===== src/rtl/core/dllw_pkg.sv =====
`timescale 1ns / 1ps
// ----------------------------------------------------------------------------
// dllw_pkg
// shared types, codes and helpers of the dma linked list walker
// ----------------------------------------------------------------------------
package dllw_pkg;

  localparam int ADDR_W      = 21;
  localparam int WIDX_W      = ADDR_W - 2;
  localparam int WORD_W      = 32;
  localparam int BASE_W      = 24;
  localparam int COUNT_W     = 8;
  localparam int COUNT_LSB   = 24;
  localparam int END_BIT     = 23;
  localparam int FIFO_DEPTH  = 4;
  localparam int FIFO_PTR_W  = $clog2(FIFO_DEPTH);
  localparam int FIFO_CNT_W  = $clog2(FIFO_DEPTH + 1);
  localparam int PADDR_W     = 3;

  localparam logic REQ_START = 1'b0;
  localparam logic REQ_WORD  = 1'b1;

  localparam logic REG_LIST_BASE = 1'b0;
  localparam logic REG_FROM_RAM  = 1'b1;

  typedef enum logic [1:0] {
    KIND_READ   = 2'd0,
    KIND_PORT   = 2'd1,
    KIND_DONE   = 2'd2,
    KIND_DIRERR = 2'd3
  } kind_t;

  typedef struct packed {
    kind_t               kind;
    logic [ADDR_W-1:0]   mem_address;
    logic [WORD_W-1:0]   port_word;
    logic                last;
  } result_t;

  typedef struct packed {
    logic    two;
    result_t r0;
    result_t r1;
  } entry_t;

  typedef struct packed {
    logic              from_ram;
    logic [BASE_W-1:0] list_base;
  } cfg_t;

  typedef struct packed {
    logic   empty;
    entry_t entry;
  } fifo_rd_t;

  function automatic result_t make_result(kind_t kind, logic [WIDX_W-1:0] widx,
                                          logic [WORD_W-1:0] word);
    result_t r;
    r.kind        = kind;
    r.mem_address = (kind == KIND_READ) ? {widx, 2'b00} : '0;
    r.port_word   = (kind == KIND_PORT) ? word : '0;
    r.last        = 1'b0;
    return r;
  endfunction

endpackage


===== src/rtl/core/dllw_front.sv =====
`timescale 1ns / 1ps
// ----------------------------------------------------------------------------
// dllw_front
// accepts start and memory-word transfers, walks the list, queues results
// ----------------------------------------------------------------------------
module dllw_front import dllw_pkg::*; (
  input  logic              clk,
  input  logic              rst_n,
  input  cfg_t              cfg,
  input  logic              in_valid,
  output logic              in_stall,
  input  logic              in_req_type,
  input  logic [WORD_W-1:0] in_mem_word,
  input  logic              fifo_full,
  output logic              push,
  output entry_t            push_entry
);

  typedef enum logic [1:0] {
    PH_IDLE,
    PH_HEADER,
    PH_DATA
  } phase_t;

  phase_t              phase_r, phase_nxt;
  logic [WIDX_W-1:0]   cur_r, cur_nxt;
  logic [COUNT_W-1:0]  wl_r, wl_nxt;
  logic [WIDX_W-1:0]   link_r, link_nxt;
  logic                end_r, end_nxt;
  logic                accept;
  logic                has_result;
  entry_t              ent;

  assign in_stall   = fifo_full;
  assign accept     = in_valid && !in_stall;
  assign push       = accept && has_result;
  assign push_entry = ent;

  always_comb begin
    phase_nxt  = phase_r;
    cur_nxt    = cur_r;
    wl_nxt     = wl_r;
    link_nxt   = link_r;
    end_nxt    = end_r;
    ent        = '0;
    has_result = 1'b0;
    if (in_req_type == REQ_START) begin
      has_result = 1'b1;
      if (!cfg.from_ram) begin
        ent.r0    = make_result(KIND_DIRERR, '0, '0);
        phase_nxt = PH_IDLE;
      end else begin
        cur_nxt   = cfg.list_base[ADDR_W-1:2];
        wl_nxt    = '0;
        end_nxt   = 1'b0;
        ent.r0    = make_result(KIND_READ, cur_nxt, '0);
        phase_nxt = PH_HEADER;
      end
    end else begin
      case (phase_r)
        PH_HEADER: begin
          has_result = 1'b1;
          wl_nxt     = in_mem_word[COUNT_LSB +: COUNT_W];
          link_nxt   = in_mem_word[ADDR_W-1:2];
          end_nxt    = in_mem_word[END_BIT];
          if (wl_nxt != '0) begin
            cur_nxt   = cur_r + WIDX_W'(1);
            ent.r0    = make_result(KIND_READ, cur_nxt, '0);
            phase_nxt = PH_DATA;
          end else if (end_nxt) begin
            ent.r0    = make_result(KIND_DONE, '0, '0);
            phase_nxt = PH_IDLE;
          end else begin
            cur_nxt   = link_nxt;
            ent.r0    = make_result(KIND_READ, cur_nxt, '0);
            phase_nxt = PH_HEADER;
          end
        end
        PH_DATA: begin
          has_result = 1'b1;
          ent.two    = 1'b1;
          ent.r0     = make_result(KIND_PORT, '0, in_mem_word);
          wl_nxt     = wl_r - COUNT_W'(1);
          if (wl_nxt != '0) begin
            cur_nxt   = cur_r + WIDX_W'(1);
            ent.r1    = make_result(KIND_READ, cur_nxt, '0);
            phase_nxt = PH_DATA;
          end else if (end_r) begin
            ent.r1    = make_result(KIND_DONE, '0, '0);
            phase_nxt = PH_IDLE;
          end else begin
            cur_nxt   = link_r;
            ent.r1    = make_result(KIND_READ, cur_nxt, '0);
            phase_nxt = PH_HEADER;
          end
        end
        default: begin
          phase_nxt = PH_IDLE;
        end
      endcase
    end
    if (ent.two) begin
      ent.r1.last = 1'b1;
    end else begin
      ent.r0.last = 1'b1;
    end
  end

  always_ff @(posedge clk) begin
    if (!rst_n) begin
      phase_r <= PH_IDLE;
      cur_r   <= '0;
      wl_r    <= '0;
      link_r  <= '0;
      end_r   <= 1'b0;
    end else if (accept) begin
      phase_r <= phase_nxt;
      cur_r   <= cur_nxt;
      wl_r    <= wl_nxt;
      link_r  <= link_nxt;
      end_r   <= end_nxt;
    end
  end

endmodule


===== src/rtl/core/dllw_fifo.sv =====
`timescale 1ns / 1ps
// ----------------------------------------------------------------------------
// dllw_fifo
// short queue of result entries between the front and back parts
// ----------------------------------------------------------------------------
module dllw_fifo import dllw_pkg::*; (
  input  logic     clk,
  input  logic     rst_n,
  input  logic     push,
  input  entry_t   push_entry,
  input  logic     pop,
  output logic     full,
  output fifo_rd_t rd
);

  entry_t                mem [FIFO_DEPTH];
  logic [FIFO_PTR_W-1:0] wr_ptr_r, wr_ptr_nxt;
  logic [FIFO_PTR_W-1:0] rd_ptr_r, rd_ptr_nxt;
  logic [FIFO_CNT_W-1:0] cnt_r, cnt_nxt;
  logic                  do_push;
  logic                  do_pop;

  assign full     = (cnt_r == FIFO_CNT_W'(FIFO_DEPTH));
  assign rd.empty = (cnt_r == '0);
  assign rd.entry = mem[rd_ptr_r];
  assign do_push  = push && !full;
  assign do_pop   = pop && !rd.empty;

  always_comb begin
    wr_ptr_nxt = wr_ptr_r + FIFO_PTR_W'(do_push);
    rd_ptr_nxt = rd_ptr_r + FIFO_PTR_W'(do_pop);
    cnt_nxt    = cnt_r + FIFO_CNT_W'(do_push) - FIFO_CNT_W'(do_pop);
  end

  always_ff @(posedge clk) begin
    if (do_push) begin
      mem[wr_ptr_r] <= push_entry;
    end
  end

  always_ff @(posedge clk) begin
    if (!rst_n) begin
      wr_ptr_r <= '0;
      rd_ptr_r <= '0;
      cnt_r    <= '0;
    end else begin
      wr_ptr_r <= wr_ptr_nxt;
      rd_ptr_r <= rd_ptr_nxt;
      cnt_r    <= cnt_nxt;
    end
  end

  a_cnt_bound: assert property (@(posedge clk) disable iff (!rst_n)
    cnt_r <= FIFO_CNT_W'(FIFO_DEPTH))
    else $error("queue count out of range");

  a_cnt_track: assert property (@(posedge clk) disable iff (!rst_n)
    do_push && !do_pop |=> cnt_r == $past(cnt_r) + FIFO_CNT_W'(1))
    else $error("queue count missed a push");

  a_no_lost_push: assert property (@(posedge clk) disable iff (!rst_n)
    push |-> !full)
    else $error("push into full queue");

endmodule


===== src/rtl/core/dllw_back.sv =====
`timescale 1ns / 1ps
// ----------------------------------------------------------------------------
// dllw_back
// drains queued entries and presents one result per transfer
// ----------------------------------------------------------------------------
module dllw_back import dllw_pkg::*; (
  input  logic     clk,
  input  logic     rst_n,
  input  fifo_rd_t rd,
  output logic     pop,
  output logic     out_valid,
  input  logic     out_stall,
  output result_t  out_res
);

  logic    out_valid_r, out_valid_nxt;
  result_t out_res_r, out_res_nxt;
  logic    pend_valid_r, pend_valid_nxt;
  result_t pend_r, pend_nxt;
  logic    load;

  assign load      = !out_valid_r || !out_stall;
  assign out_valid = out_valid_r;
  assign out_res   = out_res_r;

  always_comb begin
    out_valid_nxt  = out_valid_r;
    out_res_nxt    = out_res_r;
    pend_valid_nxt = pend_valid_r;
    pend_nxt       = pend_r;
    pop            = 1'b0;
    if (load) begin
      if (pend_valid_r) begin
        out_valid_nxt  = 1'b1;
        out_res_nxt    = pend_r;
        pend_valid_nxt = 1'b0;
      end else if (!rd.empty) begin
        pop            = 1'b1;
        out_valid_nxt  = 1'b1;
        out_res_nxt    = rd.entry.r0;
        pend_valid_nxt = rd.entry.two;
        pend_nxt       = rd.entry.r1;
      end else begin
        out_valid_nxt = 1'b0;
      end
    end
  end

  always_ff @(posedge clk) begin
    if (!rst_n) begin
      out_valid_r  <= 1'b0;
      pend_valid_r <= 1'b0;
    end else begin
      out_valid_r  <= out_valid_nxt;
      pend_valid_r <= pend_valid_nxt;
    end
    out_res_r <= out_res_nxt;
    pend_r    <= pend_nxt;
  end

  a_pend_behind_out: assert property (@(posedge clk) disable iff (!rst_n)
    pend_valid_r |-> out_valid_r)
    else $error("second result held without a first one on the port");

  a_pend_is_second: assert property (@(posedge clk) disable iff (!rst_n)
    pend_valid_r |-> !out_res_r.last)
    else $error("first result of a pair marked last");

  a_no_pop_pending: assert property (@(posedge clk) disable iff (!rst_n)
    pop |-> !pend_valid_r && !rd.empty)
    else $error("queue popped while a result is pending");

endmodule


===== src/rtl/core/dma_linked_list_walker_top.sv =====
`timescale 1ns / 1ps
// ----------------------------------------------------------------------------
// dma_linked_list_walker_top
// linked list walker of one dma channel: register port, front, queue, back
// ----------------------------------------------------------------------------
// channel   direction  handshake         payload
// in        input      in_valid/stall    in_req_type, in_mem_word
// out       output     out_valid/stall   out_result_kind, out_mem_address,
//                                        out_port_word, out_last_of_run
// cfg       input      apb write/read    paddr, pwdata, prdata
//
// an input transfer is taken every cycle while the 4-entry queue has room
// a data word yields two results, which the single result port presents one
// after the other; other items yield at most one result
// the first result of an input transfer is queued, then registered at the output
// reset is synchronous, active low, and leaves the walker idle
// out_stall only fills the queue; in_stall rises when the queue is full
// ----------------------------------------------------------------------------
module dma_linked_list_walker_top import dllw_pkg::*; (
  input  logic               clk,
  input  logic               rst_n,
  input  logic               in_valid,
  output logic               in_stall,
  input  logic               in_req_type,
  input  logic [WORD_W-1:0]  in_mem_word,
  output logic               out_valid,
  input  logic               out_stall,
  output logic [1:0]         out_result_kind,
  output logic [ADDR_W-1:0]  out_mem_address,
  output logic [WORD_W-1:0]  out_port_word,
  output logic               out_last_of_run,
  input  logic               psel,
  input  logic               penable,
  input  logic               pwrite,
  input  logic [PADDR_W-1:0] paddr,
  input  logic [31:0]        pwdata,
  output logic [31:0]        prdata,
  output logic               pready
);

  cfg_t     cfg_r, cfg_nxt;
  logic     reg_sel;
  logic     push;
  entry_t   push_entry;
  logic     pop;
  logic     fifo_full;
  fifo_rd_t rd;
  result_t  out_res;

  assign pready  = 1'b1;
  assign reg_sel = paddr[2];

  always_comb begin
    cfg_nxt = cfg_r;
    if (psel && penable && pwrite) begin
      case (reg_sel)
        REG_LIST_BASE: cfg_nxt.list_base = pwdata[BASE_W-1:0];
        REG_FROM_RAM:  cfg_nxt.from_ram  = pwdata[0];
        default:       cfg_nxt = cfg_r;
      endcase
    end
  end

  always_comb begin
    case (reg_sel)
      REG_LIST_BASE: prdata = {{(32-BASE_W){1'b0}}, cfg_r.list_base};
      REG_FROM_RAM:  prdata = {31'b0, cfg_r.from_ram};
      default:       prdata = '0;
    endcase
  end

  always_ff @(posedge clk) begin
    if (!rst_n) begin
      cfg_r.list_base <= '0;
      cfg_r.from_ram  <= 1'b1;
    end else begin
      cfg_r <= cfg_nxt;
    end
  end

  dllw_front u_front (
    .clk         (clk),
    .rst_n       (rst_n),
    .cfg         (cfg_r),
    .in_valid    (in_valid),
    .in_stall    (in_stall),
    .in_req_type (in_req_type),
    .in_mem_word (in_mem_word),
    .fifo_full   (fifo_full),
    .push        (push),
    .push_entry  (push_entry)
  );

  dllw_fifo u_fifo (
    .clk        (clk),
    .rst_n      (rst_n),
    .push       (push),
    .push_entry (push_entry),
    .pop        (pop),
    .full       (fifo_full),
    .rd         (rd)
  );

  dllw_back u_back (
    .clk       (clk),
    .rst_n     (rst_n),
    .rd        (rd),
    .pop       (pop),
    .out_valid (out_valid),
    .out_stall (out_stall),
    .out_res   (out_res)
  );

  assign out_result_kind = out_res.kind;
  assign out_mem_address = out_res.mem_address;
  assign out_port_word   = out_res.port_word;
  assign out_last_of_run = out_res.last;

endmodule


===== config.mk =====
export PLATFORM = sky130hd
export DESIGN_NAME = dma_linked_list_walker_top
export DESIGN_NICKNAME = d
export VERILOG_FILES = /design/src/rtl/core/dllw_pkg.sv /design/src/rtl/core/dllw_front.sv /design/src/rtl/core/dllw_fifo.sv /design/src/rtl/core/dllw_back.sv /design/src/rtl/core/dma_linked_list_walker_top.sv
export SDC_FILE = /design/constraint.sdc
export NUM_CORES = 1
export LEC_CHECK = 0
export BUFFER_PORTS_ARGS = -buffer_cell sky130_fd_sc_hd__buf_4
export CAP_MARGIN = 15
export CORE_ASPECT_RATIO = 0.7
export CORE_MARGIN = 8
export CORE_UTILIZATION = 40
export CTS_CLUSTER_SIZE = 24
export DETAILED_ROUTE_END_ITERATION = 16
export GPL_TIMING_DRIVEN = 0
export PLACE_DENSITY = 0.6
export SLEW_MARGIN = 10
export SYNTH_ARGS = -nofsm -noshare
export SYNTH_HDL_FRONTEND = slang
export SYNTH_SLANG_ARGS = --single-unit

===== constraint.sdc =====
create_clock -name clk -period 12.89 [get_ports clk]
set_input_delay 0.6445 -clock clk [delete_from_list [all_inputs] [get_ports clk]]
set_output_delay 0.6445 -clock clk [all_outputs]
set_load 0.03 [all_outputs]

== Word level (Yosys, flattened, before mapping) ==
Memories as Yosys holds them, arrays and structs flattened. A register that Yosys moved wholly into a read port is not among the register bits.
Index checks and enable logic that the tools add are counted.

* Memory bits (read-only): 0
* Latch bits: 0
* Bits in registers: 195
* Memories: 1
* Bits in writable memories: 452

* Mux-type cells: 47
* Reductions and logical operators: 24
* Shifts and indexed selects: 0
* Magnitude comparators: 0
* Eq/ne operators: 8
* Div/mod/pow operators: 0
* Bitwise gates (word level): 3
* Add/subtract/negate cells: 6
* Multipliers: 0

{| class="wikitable"
|+ Memory list
! memory !! depth !! width !! rd ports !! clocked after memory_dff !! wr ports !! RTL line !! text
|-
| u_fifo.mem || 4 || 113 || 1 || 1 || 1 || dllw_fifo.sv:16 || <nowiki>entry_t mem [FIFO_DEPTH];</nowiki>
|}

{| class="wikitable"
|+ Operators by type and width
! operator !! number
|-
| $mux W56 || 10
|-
| $mux W19 || 6
|-
| $pmux W56 S2 || 1
|-
| $pmux W32 S2 || 1
|-
| $pmux W19 S2 || 1
|-
| $mux W1 || 20
|-
| $add A19 B1 Y19 const B || 1
|-
| $mux W8 || 2
|-
| $pmux W8 S2 || 1
|-
| $reduce_bool A8 Y1 || 2
|-
| $reduce_and A3 Y1 || 4
|-
| $mux W2 || 4
|-
| $sub A8 B1 Y8 const B || 1
|-
| $logic_and A1 B1 Y1 || 6
|-
| $reduce_and A2 Y1 || 3
|-
| $reduce_and A5 Y1 || 1
|-
| $add A2 B1 Y2 || 2
|-
| $logic_not A1 Y1 || 4
|-
| $ne A4 B3 Y1 const B || 1
|-
| $ne A4 B4 Y1 const B || 1
|-
| $pmux W2 S2 || 1
|-
| $add A3 B1 Y3 || 1
|-
| $eq A3 B3 Y1 const B || 1
|-
| $logic_not A3 Y1 || 1
|-
| 10 further kinds || 12
|}

== Logic depth before layout (Yosys ltp) ==
* Depth after elaboration: 8
* Depth in mapped cells: 11
* Mapped depth without buffers: 9

== By module ==
Synthesis repeated with hierarchy kept, for this count alone.

* Cell total of the unflattened synthesis: 1650
* Area, all modules: 27123.5 um^2

{| class="wikitable"
|+ By module, submodules not included
! module !! area an instance (um^2) !! cells an instance !! seq. area each (um^2) !! times used
|-
| dllw_fifo || 16656.0 || 626 || 13713.2 || 1
|-
| dllw_front || 4752.1 || 690 || 980.9 || 1
|-
| dllw_back || 4436.8 || 186 || 3403.3 || 1
|-
| dma_linked_list_walker_top || 1278.7 || 148 || 500.5 || 1
|}

== Worst setup path before layout ==
Ideal clock, no wire load.

* Path type: input to register
* Start point: input in_req_type
* End point: memory u_fifo.mem[0][0] (netlist bit) (enable)
* Data arrival time: 6.646 ns
* Slack: 5.629 ns
* Stages: 3
* Setup time: 0.615 ns
* Path buffers: 1
* Cells stage by stage: clkbuf_1 a21oi_1 nor3b_1

* Cells in the longest elaborated chain, start to end: 5

{| class="wikitable"
|+ RTL lines
! item !! RTL line !! text
|-
| from (decl) || dma_linked_list_walker_top.sv:24 || <nowiki>input logic in_req_type,</nowiki>
|-
| $mux W1 || dllw_front.sv:47 || <nowiki>if (in_req_type == REQ_START) begin</nowiki>
|-
| $logic_and A1 B1 Y1 || dllw_front.sv:36 || <nowiki>assign push = accept && has_result;</nowiki>
|-
| $logic_and A1 B1 Y1 || dllw_fifo.sv:26 || <nowiki>assign do_push = push && !full;</nowiki>
|-
| $mux W1 || dllw_fifo.sv:36 || <nowiki>if (do_push) begin</nowiki>
|-
| $mux W1 (implied by the code) || dllw_fifo.sv:37 || <nowiki>mem[wr_ptr_r] <= push_entry;</nowiki>
|-
| to (decl) || dllw_fifo.sv:16 ||
|}

No other way between the ends.

== Final worst setup path ==
* Start point: register u_front.wl_r[0]
* End point: register u_front.cur_r[12]

* Cells in the longest elaborated chain, start to end: 5

{| class="wikitable"
|+ RTL lines
! item !! RTL line !! text
|-
| from (decl) || dllw_front.sv:27 || <nowiki>logic [COUNT_W-1:0] wl_r, wl_nxt;</nowiki>
|-
| from (signal assigned) || dllw_front.sv:119 || <nowiki>wl_r <= wl_nxt;</nowiki>
|-
| $sub A8 B1 Y8 * || dllw_front.sv:83 || <nowiki>wl_nxt = wl_r - COUNT_W'(1);</nowiki>
|-
| $reduce_bool A8 Y1 * || dllw_front.sv:84 || <nowiki>if (wl_nxt != '0) begin</nowiki>
|-
| $mux W19 || dllw_front.sv:84 ||
|-
| $pmux W19 S2 || dllw_front.sv:60 || <nowiki>case (phase_r)</nowiki>
|-
| $mux W19 || dllw_front.sv:47 ||
|-
| to (signal assigned) || dllw_front.sv:118 || <nowiki>cur_r <= cur_nxt;</nowiki>
|-
| to (decl) || dllw_front.sv:26 || <nowiki>logic [WIDX_W-1:0] cur_r, cur_nxt;</nowiki>
|}

Every way passes the cells marked *; elsewhere a longest branch is shown, timed or not.
A chain may end at the register's enable or synchronous reset.

==> reports/qor.txt <==
Status = finished, final reports clean
Initial core utilization = 40.4%
Die width = 278 um
Relative slew slack = 26.2%
Area leader, netlist = edfxtp_1
Number of global-route vias before repair = 12200
Post-CTS Setup Inserts = 0
Register bit total from synthesis = 458
CP endpoint kind = flop
Htree depth = 2
Register Area = 12900 um2
RSZ-0062 raised after global routing = false
Starting DRT DRC Count = 1259
Syn. warnings = 0
Post-CTS resize count = 0
Sink Count = 458
DIE AREA = 55400 um2
Period utilization = 27.1%
Synthesized cell area = 19200 um2
Clock Path Buffers = 3
Min cycle time layout = 3.50 ns
Final WL = 54.1 mm
Post-synthesis sequential area ratio = 67.2%
ANT cells = 0
Fillers = 4102
Layout Cells excl Fill = 2196
Antenna viol nets, final = 0
CP Data Required Time = 13.33 ns
Multi-input logic area = 5850 um2
DR vias/cell = 5.54
Fmax = 0.286 GHz
DRC Markers = 0
Initial antenna violation count = 1
Setup crit start kind = flop
Hold buffers post-CTS = 0
Chip Height = 199 um
Max Cap Viol = 0
Placer congestion estimate = 0.982
Synth cell types = 65
Syn-to-layout area delta = 19.2%
Post-synth top cells = 375 x edfxtp_1, 92 x nand2_1, 83 x dfxtp_1
First-pass GRT wire length = 79.9 mm
Worst slew pin tran = 1.11 ns
CTS tree = done
Most frequent CP cell = or4b_4
FFs w/ async S/R, synth = 0%
Power Density = 200 nW/um2
CP Data Arrival Time = 3.94 ns
Worst Hold Class = in -> reg
Largest net degree at the start of global routing = 43
Final setup viols = 0
CP cell instances = inv_1 -> ha_1 -> or4b_4 -> or4b_4 -> a311oi_2 -> nor2_2 -> buf_2 -> o21ai_1 -> a31oi_1
TritonCTS buffer count = 45
Fin Clk Skew = 0.0215 ns
DR vias = 12200
Crit path launch = u_front.wl_r[0]$_SDFFE_PN0P_
CP max FO = 10
Mapped Cells = 1321
Post-synth top area share = 58.6%
Final HPWL DP = 38.0 mm
Number of detailed-route iterations in the first pass = 5
Layout Nets = 1623
Slowest cell on crit path = a311oi_2
Layout cells sized above 1 = 23.5%
IO Count = 166
Worst Hold Margin = 0.303 ns
Slowest stage delay, CP = 0.77 ns
Delay-heaviest family, CP = simple AND/OR/NAND/NOR gates
Cell Rows = 67
RR Startpoint = u_front.wl_r[0]$_SDFFE_PN0P_
Root buffer cell = clkbuf_16
IO buf count = 143
Syn Area/Cell = 14.5 um2
Drt wl/cell = 24.6 um
Peak supply drop = 0.0862 mV
Hold Vio Cnt, Final = 0
Worst skew pair latency = 0.57 ns
CP bufs+invs = 2
Count leader, synth = edfxtp_1
Reg clk slew, reported paths = 0.07 ns
Remaining Overflow, GRT = 0
Post-synth EDFFs = 375
Ranking of synthesized cells by area = edfxtp_1 59%, mux4_2 8.8%, dfxtp_1 8.6%, a21oi_1 2.1%, nor2b_1 1.9%
Tot GR Track Use = 19.1%
Placed cell count = 2112
Main synth FF type = edfxtp_1
Critical setup path kind = reg -> reg
Sum Neg Setup Slack = 0 ns
Slew Limit Fails = 0
Hold Startpoint = pwdata[0]
Core box area = 47600 um2
Post-Place Worst Slack = 9.02 ns
LEAKAGE = 7.81 nW
Worst setup slack after layout = 9.39 ns
-- cell families (layout without fill, tap and decap cells) --
kind of cell | Yosys count | count (layout) | synth area share [%]
AOI/OAI and AO/OA | 244 | 244 | 7.62
xor gates and xnor gates | 23 | 23 | 1.05
adders and majority gates | 10 | 10 | 0.690
buffers and inverters | 115 | 360 | 2.70
DFF | 458 | 458 | 67.2
muxes | 118 | 118 | 11.2
other | 2 | 11 | 0.0391
and+or+nand+nor | 351 | 351 | 9.49
-- registers in the layout, summed over array words and instances, names as in the netlist --
name,flops
u_front.wl_r,8
u_fifo.cnt_r,3
u_back.pend_r,21
u_front.end_r,1
u_back.pend_valid_r,1
u_fifo.wr_ptr_r,2
u_back.out_valid,1
u_front.cur_r,19
u_front.link_r,19
u_fifo.mem,300
u_fifo.rd_ptr_r,2
u_front.phase_r,2
cfg_r,25
u_back.out_res,54
-- stage by stage --
stage / total power, mW / area [um2] / util, %
global placement: 3.26 / 21100 / 44.3
CTS: 4.62 / 22900 / 48.1
global route: 4.76 / 22900 / 48.1
detailed placement: 3.29 / 21400 / 45.0
floorplan: 2.83 / 19300 / -
finish: 4.57 / 22900 / 48.1
-- cell usage in the layout, fill, tap and decap left out, types with 6 or more instances in the layout --
cell,count
edfxtp_1,375
buf_4,161
nand2_1,92
dfxtp_1,83
clkbuf_1,81
a21oi_1,78
mux4_2,75
nor2_1,72
nor2b_1,58
clkbuf_16,48
o21ai_0,42
and2_1,34
o21ai_1,31
a31oi_1,27
mux2_2,22
mux2i_1,21
inv_1,19
nand3_1,16
xnor2_1,16
o211ai_1,16
nor3_1,12
conb_1,11
nor3b_1,10
buf_6,10
nand3b_1,10
o21a_1,10
buf_1,9
or2_2,9
ha_1,9
nand4_1,8
xor2_1,7
nor4_1,7
a211oi_1,7
clkinv_2,6
clkbuf_8,6
-- path summary, 6_finish.rpt --
kind | cells after the start | endpoint | slack [ns]
max | 9 | u_front.cur_r[12]$_SDFFE_PN0P_ | 9.39
min reg2reg | 2 | cfg_r[1]$_SDFFE_PN0P_ | 0.45
max reg2reg | 9 | u_front.cur_r[12]$_SDFFE_PN0P_ | 9.39
min | 3 | cfg_r[24]$_SDFFE_PN1P_ | 0.30
-- power by group --
group          internal [mW]  leakage [nW]  total (mW)  switching [mW]
registers               1.91          4.13        2.00          0.0852
clock network          0.779         0.735        1.34           0.559
logic                  0.504          2.94        1.24           0.732
total                   3.20          7.81        4.57            1.38
-- metal layers --
layer,routed length [um],up-vias,part of all wire (%),global-route usage (%)
met5,0,-,0,0
met4,1130,0,2.1,4.76
met3,5340,84,9.9,5.37
met2,22000,557,41,26.8
met1,25600,6074,47,29.0
li1,-,5442,-,-
-- cell type report --
type	instances	area share (%)
sequential	458	56.4
multi-input combinational	757	25.5
clock buffer	70	5.87
timing repair buffer	161	5.84
tap	621	3.39
buffer	95	1.94
clock inverter	14	0.661
inverter	20	0.328
-- worst reg2reg max path, stage by stage, from the launching register on --
cell      delay [ns]
dfxtp_1         0.37
inv_1           0.12
ha_1            0.28
or4b_4          0.52
or4b_4          0.52
a311oi_2        0.78
nor2_2          0.27
buf_2           0.28
o21ai_1         0.19
a31oi_1         0.07
Power figures use the tool's default switching activity.
